<file path="config.mk">
export PLATFORM = sky130hd
export DESIGN_NAME = ultrasonic_ranger_control
export DESIGN_NICKNAME = d
export VERILOG_FILES = /design/src/hw/rtl/urc_pkg.sv /design/src/hw/rtl/ultrasonic_ranger_control.sv /design/src/hw/rtl/urc_trigger.sv
export SDC_FILE = /design/constraint.sdc
export NUM_CORES = 1
export LEC_CHECK = 0
export ABC_AREA = 0
export BUFFER_PORTS_ARGS = -buffer_cell sky130_fd_sc_hd__buf_2
export CORE_MARGIN = 4
export CORE_UTILIZATION = 24
export CTS_CLUSTER_SIZE = 24
export DETAILED_ROUTE_END_ITERATION = 10
export HOLD_SLACK_MARGIN = 0.15
export PLACE_DENSITY = 0.34
export SLEW_MARGIN = 20
export SYNTH_ARGS = -nofsm -noshare
export SYNTH_HDL_FRONTEND = slang
export SYNTH_SLANG_ARGS = --single-unit
</file>
<file path="constraint.sdc">
create_clock -name clk -period 7.9 [get_ports clk]
set_input_delay 1.58 -clock clk [delete_from_list [all_inputs] [get_ports clk]]
set_output_delay 1.58 -clock clk [all_outputs]
set_load 0.005 [all_outputs]
</file>
<file path="src/hw/rtl/urc_pkg.sv">
// Shared types and constants for the ultrasonic ranger controller.
package urc_pkg;

	localparam int CFG_W = 13;
	localparam int CFG_IDX_W = 2;

	localparam logic [CFG_IDX_W-1:0] CFG_MIN_DIST = 2'd0;
	localparam logic [CFG_IDX_W-1:0] CFG_CLOSE_LIMIT = 2'd1;
	localparam logic [CFG_IDX_W-1:0] CFG_RELOAD = 2'd2;

	localparam logic [9:0] MIN_DIST_RST = 10'd30;
	localparam logic [7:0] CLOSE_LIMIT_RST = 8'd3;
	localparam logic [12:0] RELOAD_RST = 13'd4000;
	localparam logic [31:0] PULSE_RST = 32'd2000;

	localparam logic OP_TICK = 1'b0;
	localparam logic OP_EDGE = 1'b1;

	// x / 58 == (x * DIV_MULT) >> DIV_SHIFT, exact for x < 2^22
	localparam int DIV_IN_W = 22;
	localparam int DIV_SHIFT = 28;
	localparam logic [22:0] DIV_MULT = 23'd4628198;
	localparam int PROD_W = 45;
	// 58 * 65536: anything at or above saturates
	localparam logic [31:0] SAT_LIMIT = 32'd3801088;
	localparam logic [15:0] DIST_MAX = 16'hFFFF;

	typedef enum logic [1:0] {
		PH_IDLE = 2'd0,
		PH_START = 2'd1,
		PH_HIGH = 2'd2
	} phase_t;

	typedef struct packed {
		logic opcode;
		logic echo_level;
		logic [31:0] time_us;
	} in_t;

	typedef struct packed {
		logic trigger_level;
		logic [15:0] distance_cm;
		logic path_clear;
	} out_t;

endpackage

</file>
<file path="src/hw/rtl/ultrasonic_ranger_control.sv">
// Top level of the ultrasonic ranger controller: echo timing, distance and obstacle count.
// An accepted beat passes stage 1, stage 2 and the result register before it shows at the output.
// Throughput: one beat per cycle; the three stages advance together unless the output
// register holds a result that is stalled. Timing is set by the 22x23 distance multiply.
// Reset sets the control state: countdown 0, trigger low, start time 0, pulse 2000 us, valid flags low,
// close count 0, registers to 30 cm, limit 3 and reload 4000 ticks; stage data is not reset.
module ultrasonic_ranger_control (
	input logic clk,
	input logic arst_n,
	input logic in_valid,
	output logic in_stall,
	input urc_pkg::in_t in_data,
	output logic out_valid,
	input logic out_stall,
	output urc_pkg::out_t out_data,
	input logic cfg_we,
	input logic [urc_pkg::CFG_IDX_W-1:0] cfg_idx,
	input logic [urc_pkg::CFG_W-1:0] cfg_wdata
);
	import urc_pkg::*;

	logic [9:0] min_dist_q;
	logic [7:0] close_limit_q;
	logic [12:0] reload_q;

	logic adv, acc, tick;
	logic trig_nxt;
	logic [31:0] start_q, pulse_q, pulse_d;

	logic v_s1, trig_s1, edge_s1;
	logic [31:0] pulse_s1;
	logic v_s2, trig_s2, edge_s2, sat_s2;
	logic [PROD_W-1:0] prod_s2;

	logic [7:0] close_q, close_d;
	logic [15:0] dist_cm;
	logic [8:0] close_inc;
	logic out_valid_q;
	out_t out_q;

	assign adv = !out_valid_q || !out_stall;
	assign in_stall = !adv;
	assign acc = in_valid && adv;
	assign tick = acc && in_data.opcode == OP_TICK;

	always_ff @(posedge clk or negedge arst_n) begin
		if (!arst_n) begin
			min_dist_q <= MIN_DIST_RST;
			close_limit_q <= CLOSE_LIMIT_RST;
			reload_q <= RELOAD_RST;
		end else if (cfg_we) begin
			case (cfg_idx)
				CFG_MIN_DIST: min_dist_q <= cfg_wdata[9:0];
				CFG_CLOSE_LIMIT: close_limit_q <= cfg_wdata[7:0];
				CFG_RELOAD: reload_q <= cfg_wdata[12:0];
				default: begin
				end
			endcase
		end
	end

	urc_trigger u_trigger (
		.clk(clk),
		.arst_n(arst_n),
		.tick(tick),
		.reload(reload_q),
		.level_nxt(trig_nxt)
	);

	always_comb begin
		pulse_d = pulse_q;
		if (in_data.opcode == OP_EDGE && !in_data.echo_level) begin
			pulse_d = in_data.time_us - start_q;
		end
	end

	always_ff @(posedge clk or negedge arst_n) begin
		if (!arst_n) begin
			start_q <= '0;
			pulse_q <= PULSE_RST;
		end else if (acc && in_data.opcode == OP_EDGE) begin
			if (in_data.echo_level) begin
				start_q <= in_data.time_us;
			end
			pulse_q <= pulse_d;
		end
	end

	// stage 1: trigger level and pulse width after this beat
	always_ff @(posedge clk) begin
		if (adv) begin
			trig_s1 <= trig_nxt;
			edge_s1 <= in_data.opcode == OP_EDGE;
			pulse_s1 <= pulse_d;
		end
	end

	// stage 2: reciprocal multiply for the divide by 58
	always_ff @(posedge clk) begin
		if (adv) begin
			trig_s2 <= trig_s1;
			edge_s2 <= edge_s1;
			sat_s2 <= pulse_s1 >= SAT_LIMIT;
			prod_s2 <= PROD_W'(pulse_s1[DIV_IN_W-1:0]) * PROD_W'(DIV_MULT);
		end
	end

	// stage 3: distance, close counter, result register
	assign dist_cm = sat_s2 ? DIST_MAX : prod_s2[DIV_SHIFT+15:DIV_SHIFT];
	assign close_inc = {1'b0, close_q} + 9'd1;

	always_comb begin
		close_d = close_q;
		if (edge_s2) begin
			if (dist_cm < {6'd0, min_dist_q}) begin
				close_d = (close_inc > {1'b0, close_limit_q}) ? close_limit_q
					: close_inc[7:0];
			end else begin
				close_d = '0;
			end
		end
	end

	always_ff @(posedge clk) begin
		if (adv) begin
			out_q.trigger_level <= trig_s2;
			out_q.distance_cm <= dist_cm;
			out_q.path_clear <= close_d < close_limit_q;
		end
	end

	always_ff @(posedge clk or negedge arst_n) begin
		if (!arst_n) begin
			v_s1 <= 1'b0;
			v_s2 <= 1'b0;
			out_valid_q <= 1'b0;
			close_q <= '0;
		end else if (adv) begin
			v_s1 <= acc;
			v_s2 <= v_s1;
			out_valid_q <= v_s2;
			if (v_s2) begin
				close_q <= close_d;
			end
		end
	end

	assign out_valid = out_valid_q;
	assign out_data = out_q;

	assert property (@(posedge clk) disable iff (!arst_n)
		out_valid && out_stall |-> in_stall)
		else $error("input taken while output stalled");

	assert property (@(posedge clk) disable iff (!arst_n)
		in_valid && !in_stall |=> v_s1)
		else $error("accepted beat lost in stage 1");

	assert property (@(posedge clk) disable iff (!arst_n)
		v_s2 && sat_s2 && adv |=> out_valid && out_data.distance_cm == DIST_MAX)
		else $error("long pulse not saturated");

	assert property (@(posedge clk) disable iff (!arst_n)
		!(v_s2 && adv) |=> $stable(close_q))
		else $error("close count moved without a beat");

endmodule

</file>
<file path="src/hw/rtl/urc_trigger.sv">
// Tick countdown and trigger pulse generator.
module urc_trigger (
	input logic clk,
	input logic arst_n,
	input logic tick,
	input logic [12:0] reload,
	output logic level_nxt
);
	import urc_pkg::*;

	logic [13:0] cnt_q, cnt_d;
	phase_t phase_q, phase_d, phase_t1;
	logic level_q, level_d;

	always_comb begin
		cnt_d = cnt_q;
		phase_t1 = phase_q;
		phase_d = phase_q;
		level_d = level_q;
		if (tick) begin
			if (cnt_q == 14'd0) begin
				cnt_d = {1'b0, reload};
				phase_t1 = PH_START;
			end else begin
				cnt_d = cnt_q - 14'd1;
			end
			case (phase_t1)
				PH_IDLE: begin
					phase_d = PH_IDLE;
				end
				PH_START: begin
					level_d = 1'b1;
					phase_d = PH_HIGH;
				end
				default: begin
					level_d = 1'b0;
					phase_d = PH_IDLE;
				end
			endcase
		end
	end

	assign level_nxt = level_d;

	always_ff @(posedge clk or negedge arst_n) begin
		if (!arst_n) begin
			cnt_q <= '0;
			phase_q <= PH_IDLE;
			level_q <= 1'b0;
		end else begin
			cnt_q <= cnt_d;
			phase_q <= phase_d;
			level_q <= level_d;
		end
	end

	// a high trigger drops on the next tick that does not reload
	assert property (@(posedge clk) disable iff (!arst_n)
		level_q && tick && cnt_q != 14'd0 |=> !level_q)
		else $error("trigger stayed high");

	// the pulse is always high while in the high phase
	assert property (@(posedge clk) disable iff (!arst_n)
		phase_q == PH_HIGH |-> level_q)
		else $error("high phase with low trigger");

	assert property (@(posedge clk) disable iff (!arst_n)
		!tick |=> $stable(cnt_q) && $stable(level_q))
		else $error("trigger state moved without a tick");

endmodule

</file>
## Word-level counts from Yosys, hierarchy flattened

Index checks and enable logic that the tools add are counted.

| word-level totals | value |
|---|---|
| bits of input ports | 54 |
| logic and storage cells | 62 |
| flip-flop bits (word level) | 221 |

| cells by class | value |
|---|---|
| $mul | 1 |
| equality and inequality tests | 3 |
| add/sub/neg operators | 3 |
| $lt $le $gt $ge | 4 |
| mux-type cells | 11 |
| reduce and logical (&&, ||, !) cells | 17 |
| bitwise operators | 1 |

Operators with widths:

| kind | count |
|---|---|
| multiplier 22 x 22 -> 43 bit (second input constant) | 1 |
| >= comparator 32 x 22 -> 1 bit (second input constant) | 1 |
| two-way mux 32 bit | 1 |
| subtractor 32 bit | 1 |
| two-way mux 8 bit | 3 |
| less-than comparator 16 x 10 -> 1 bit | 1 |
| two-way mux 16 bit | 1 |
| logical NOT 14 bit | 1 |
| two-way mux 14 bit | 1 |
| subtractor 14 x 1 -> 14 bit (second input constant) | 1 |
| AND reduction 2 bit | 5 |
| adder 8 x 1 -> 9 bit (second input constant) | 1 |
| greater-than comparator 9 x 8 -> 1 bit | 1 |
| less-than comparator 8 bit | 1 |
| two-way mux 2 bit | 3 |
| == test 2 x 1 -> 1 bit (second input constant) | 2 |
| logical AND 1 bit | 4 |
| logical NOT 1 bit | 4 |
| logical NOT 2 bit | 2 |
| == test 2 bit (second input constant) | 1 |
| one-hot mux 1 bit (2 select lines) | 1 |
| logical OR 1 bit | 1 |
| two-way mux 1 bit | 1 |
| inverter 1 bit | 1 |

## Logic depth before layout (Yosys ltp)

| logic depth | value |
|---|---|
| depth after elaboration | 8 |
| mapped depth | 24 |

## Modules after synthesis

Synthesis repeated with hierarchy kept, for this count alone.

| unflattened totals | value |
|---|---|
| cells, all modules | 1814 |
| area, all modules | 18721.7 um2 |

By module, submodules not included:

| module | seq. area each (um2) | area each (um2) | instances | cells an instance |
|---|---|---|---|---|
| ultrasonic_ranger_control | 4807.1 | 17829.6 | 1 | 1718 |
| urc_trigger | 400.4 | 892.1 | 1 | 96 |

## Worst setup path before layout

OpenSTA, ideal clock, no wires.

| path | value |
|---|---|
| path type | flip-flop to flip-flop |
| start | reg pulse_s1[9] |
| end | reg prod_s2[43] (data pin) |
| clock period less this slack | 6175 ps |
| arrival time | 5915 ps |
| path buffers | 0 |
| stages on the path, launching flop included | 25 |
| setup slack | 1725 ps |
| required time | 7640 ps |
| library setup time | 260 ps |
| cells stage by stage | edfxtp_1 inv_1 fa_1 inv_1 fa_1 inv_1 fa_1 inv_1 fa_1 inv_1 fa_1 inv_1 fa_1 inv_1 fa_1 inv_1 ha_1 a21oi_1 o211ai_1 nand4_1 o211ai_1 a21oi_2 o21ai_1 a221o_1 xnor2_1 |

| on the way | value |
|---|---|
| word-level cells in the longest chain between the ends | 1 |

RTL lines:

| item | RTL line | source |
|---|---|---|
| start, declared | ultrasonic_ranger_control.sv:31 | `logic [31:0] pulse_s1;` |
| start signal, assigned | ultrasonic_ranger_control.sv:94 | `pulse_s1 <= pulse_d;` |
| multiplier 22 x 22 -> 43 bit | ultrasonic_ranger_control.sv:104 | `prod_s2 <= PROD_W'(pulse_s1[DIV_IN_W-1:0]) * PROD_W'(DIV_MULT);` |
| end signal, assigned | ultrasonic_ranger_control.sv:104 |  |
| end, declared | ultrasonic_ranger_control.sv:33 | `logic [PROD_W-1:0] prod_s2;` |

Every way passes these cells.
A chain may end at the register's enable or synchronous reset.

## Final worst setup path

| path | value |
|---|---|
| start | reg pulse_s1[7] |
| end | reg prod_s2[43] (data pin) |

The elaborated chain is that of the path after synthesis.

==> flow_metrics.env <==
export IMPL_status="complete, no violations"
export IMPL_path_max_fanout=6
export IMPL_vias_per_cell=4.23
export IMPL_mostFrequentLayoutCell="inv_1"
export IMPL_worst_clock_skew_ns=0.0251
export IMPL_ys_flop_type="dfrtp_1"
export IMPL_dp_slack_ns=0.959
export IMPL_cts_tree="done"
export IMPL_synth_cell_types=74
export IMPL_drc_errors=0
export IMPL_grt_pass1_wl_mm=80.1
export IMPL_grt_max_degree=66
export IMPL_drive_gt1_share_pct=11.5
export IMPL_drt_total_wl_mm=50.3
export IMPL_yosysTopAreaCell="fa_1"
export IMPL_dieArea_um2=83800
export IMPL_synth_area_leaders="fa_1 (21%), ha_1 (17%), dfrtp_1 (14%), edfxtp_1 (11%), inv_1 (8.4%)"
export IMPL_hpwl_mm=42.7
export IMPL_synth_seq_cells=193
export IMPL_fin_ws_ns=1.02
export IMPL_cts_post_setup_buffers_inserted=0
export IMPL_setup_tns_ns=0
export IMPL_synth_edf_count=71
export IMPL_n_fill_cell=8289
export IMPL_gr_total_overflow=0
export IMPL_dp_cells=2960
export IMPL_synthArstFlopShare_pct=63.2
export IMPL_num_nets_final=2456
export IMPL_crit_chain="inv_1 -> fa_1 -> inv_1 -> fa_1 -> inv_1 -> fa_1 -> inv_1 -> fa_1 -> ha_1 -> fa_1 -> inv_1 -> fa_1 -> inv_1 -> ha_1 -> a21o_1 -> a31o_1 -> o2111ai_1 -> o211ai_1 -> a21oi_2 -> o21ai_1 -> a221o_1 -> xnor2_1"
export IMPL_drv_cap=0
export IMPL_worstSetupEndpointType="flip-flop"
export IMPL_final_setup_viol_count=0
export IMPL_vias=12646
export IMPL_fin_hold_ws_ns=0.421
export IMPL_avgSynthCellArea_um2=10.1
export IMPL_fin_crit_sh_pct=87.1
export IMPL_final_min_clock_period_ns=6.88
export IMPL_relSlewSlack_pct=42.4
export IMPL_clk_latency_ns=0.50
export IMPL_ys_warn_count=0
export IMPL_syn_num_nets=2395
export IMPL_netlist_instances=1878
export IMPL_synth_top_area_share_pct=21.3
export IMPL_cp_start_kind="flip-flop"
export IMPL_arrival_ns=7.12
export IMPL_portBuffers=73
export IMPL_hold_class="reg2reg"
export IMPL_critPathKind="reg2reg"
export IMPL_gp_congestion=0.819
export IMPL_chipHeight_um=290
export IMPL_path_clk_slew_ns=0.08
export IMPL_n_antenna_cell=0
export IMPL_initial_core_util_pct=24.4
export IMPL_cts_resized=0
export IMPL_rows=102
export IMPL_ant_nets=0
export IMPL_cts_made_buffers=17
export IMPL_clockBufferDepth=2
export IMPL_drtPass1Iterations=4
export IMPL_num_io_pins=74
export IMPL_netlist_area_um2=19000
export IMPL_tightest_slew_ns=0.859
export IMPL_rsz0062_at_grt="false"
export IMPL_hold_viol_final=0
export IMPL_slowest_stage="fa_1"
export IMPL_cts_max_level=4
export IMPL_cp_top_family="adder cells"
export IMPL_wl_per_cell_um=16.8
export IMPL_fmax_ghz=0.145
export IMPL_cp_num_buf_inv=6
export IMPL_synth_seq_area_share_pct=27.4
export IMPL_design_core_area_um2=78000
export IMPL_max_stage_delay_ns=0.56
export IMPL_die_w_um=290
export IMPL_areaGrowthSynthToFinish_pct=11.2
export IMPL_antenna_found_initial=0
export IMPL_reg2reg_slack_ns=1.02
export IMPL_cts_root_buf="clkbuf_16"
export IMPL_cts_hold_fix_buffers=0
export IMPL_final_cell_mix="inv_1 (428), ha_1 (261), fa_1 (202)"
export IMPL_grt_pass1_vias=13796
export IMPL_clock_sinks=193
export IMPL_drtIter0Drc=485
export IMPL_instances_no_fill=2992
export IMPL_maxSlewViolCount=0
export IMPL_worstPathRequired_ns=8.14
export IMPL_gr_usage_all_layers_pct=12.5
-- cell type report --
type                    count  area [µm²]  share of cell area, %
clock buffers              18         429                   2.03
clock inverters            14         138                  0.650
inverters                 428        1610                   7.59
multi-input cells        1220       12100                   57.0
flip-flops and latches    193        5210                   24.6
well taps                1040        1300                   6.15
repair buffers             79         417                   1.97
-- flip-flops by register name (all words and copies together) (netlist names), 8 cells and up --
signal,cells
close_limit_q,8
out_data,18
reload_q,13
pulse_s1,32
min_dist_q,10
prod_s2,16
start_q,32
u_trigger.cnt_q,14
close_q,8
pulse_q,32
-- synthesized netlist by cell type (34+ instances only) --
library cell,number
inv_1,428
ha_1,261
fa_1,202
nand2_1,135
o21ai_0,105
dfrtp_1,104
edfxtp_1,71
a21oi_1,64
mux2_2,61
nor2_1,42
xnor2_1,37
a21o_1,34
-- worst paths after layout --
kind / start / end / cells past startpoint
worst min-delay path: edge_s1$_DFFE_PN_ / edge_s2$_DFFE_PN_ / 0
min in group asynchronous: arst_n / start_q[27]$_DFFE_PN0P_ / 1
max in group asynchronous: arst_n / close_q[4]$_DFFE_PN0P_ / 2
worst max-delay path: pulse_s1[7]$_DFFE_PN_ / prod_s2[43]$_DFFE_PN_ / 22
worst max register to register: pulse_s1[7]$_DFFE_PN_ / prod_s2[43]$_DFFE_PN_ / 22
worst min register to register: edge_s1$_DFFE_PN_ / edge_s2$_DFFE_PN_ / 0
-- metrics by stage --
stage / cell area (µm²) / util [%]
finish: 21200 / 27.1
global route: 21200 / 27.1
CTS: 21200 / 27.1
detailed placement: 20600 / 26.4
global placement: 20600 / 26.4
floorplan: 19000 / -
-- cells by family (layout without fill, tap and decap cells) --
family | Yosys count | in the layout | synth area share, %
fa+ha+maj | 463 | 463 | 38.4
compound gates | 326 | 326 | 10.8
flops | 193 | 193 | 27.4
mux | 62 | 62 | 3.66
simple gates | 317 | 317 | 8.05
xor+xnor | 52 | 52 | 2.39
buf+inv | 465 | 539 | 9.29
-- metal layers --
metal	track usage (%)	part of all wire [%]	wire [µm]
met1	16.8	48	24200
met2	21.4	49	24600
met3	1.67	1.9	966
met4	3.10	1.1	555
met5	0	0	0
Power is not shown: default switching activity piles up to over one toggle a cycle in this logic, so the estimate is an artifact.
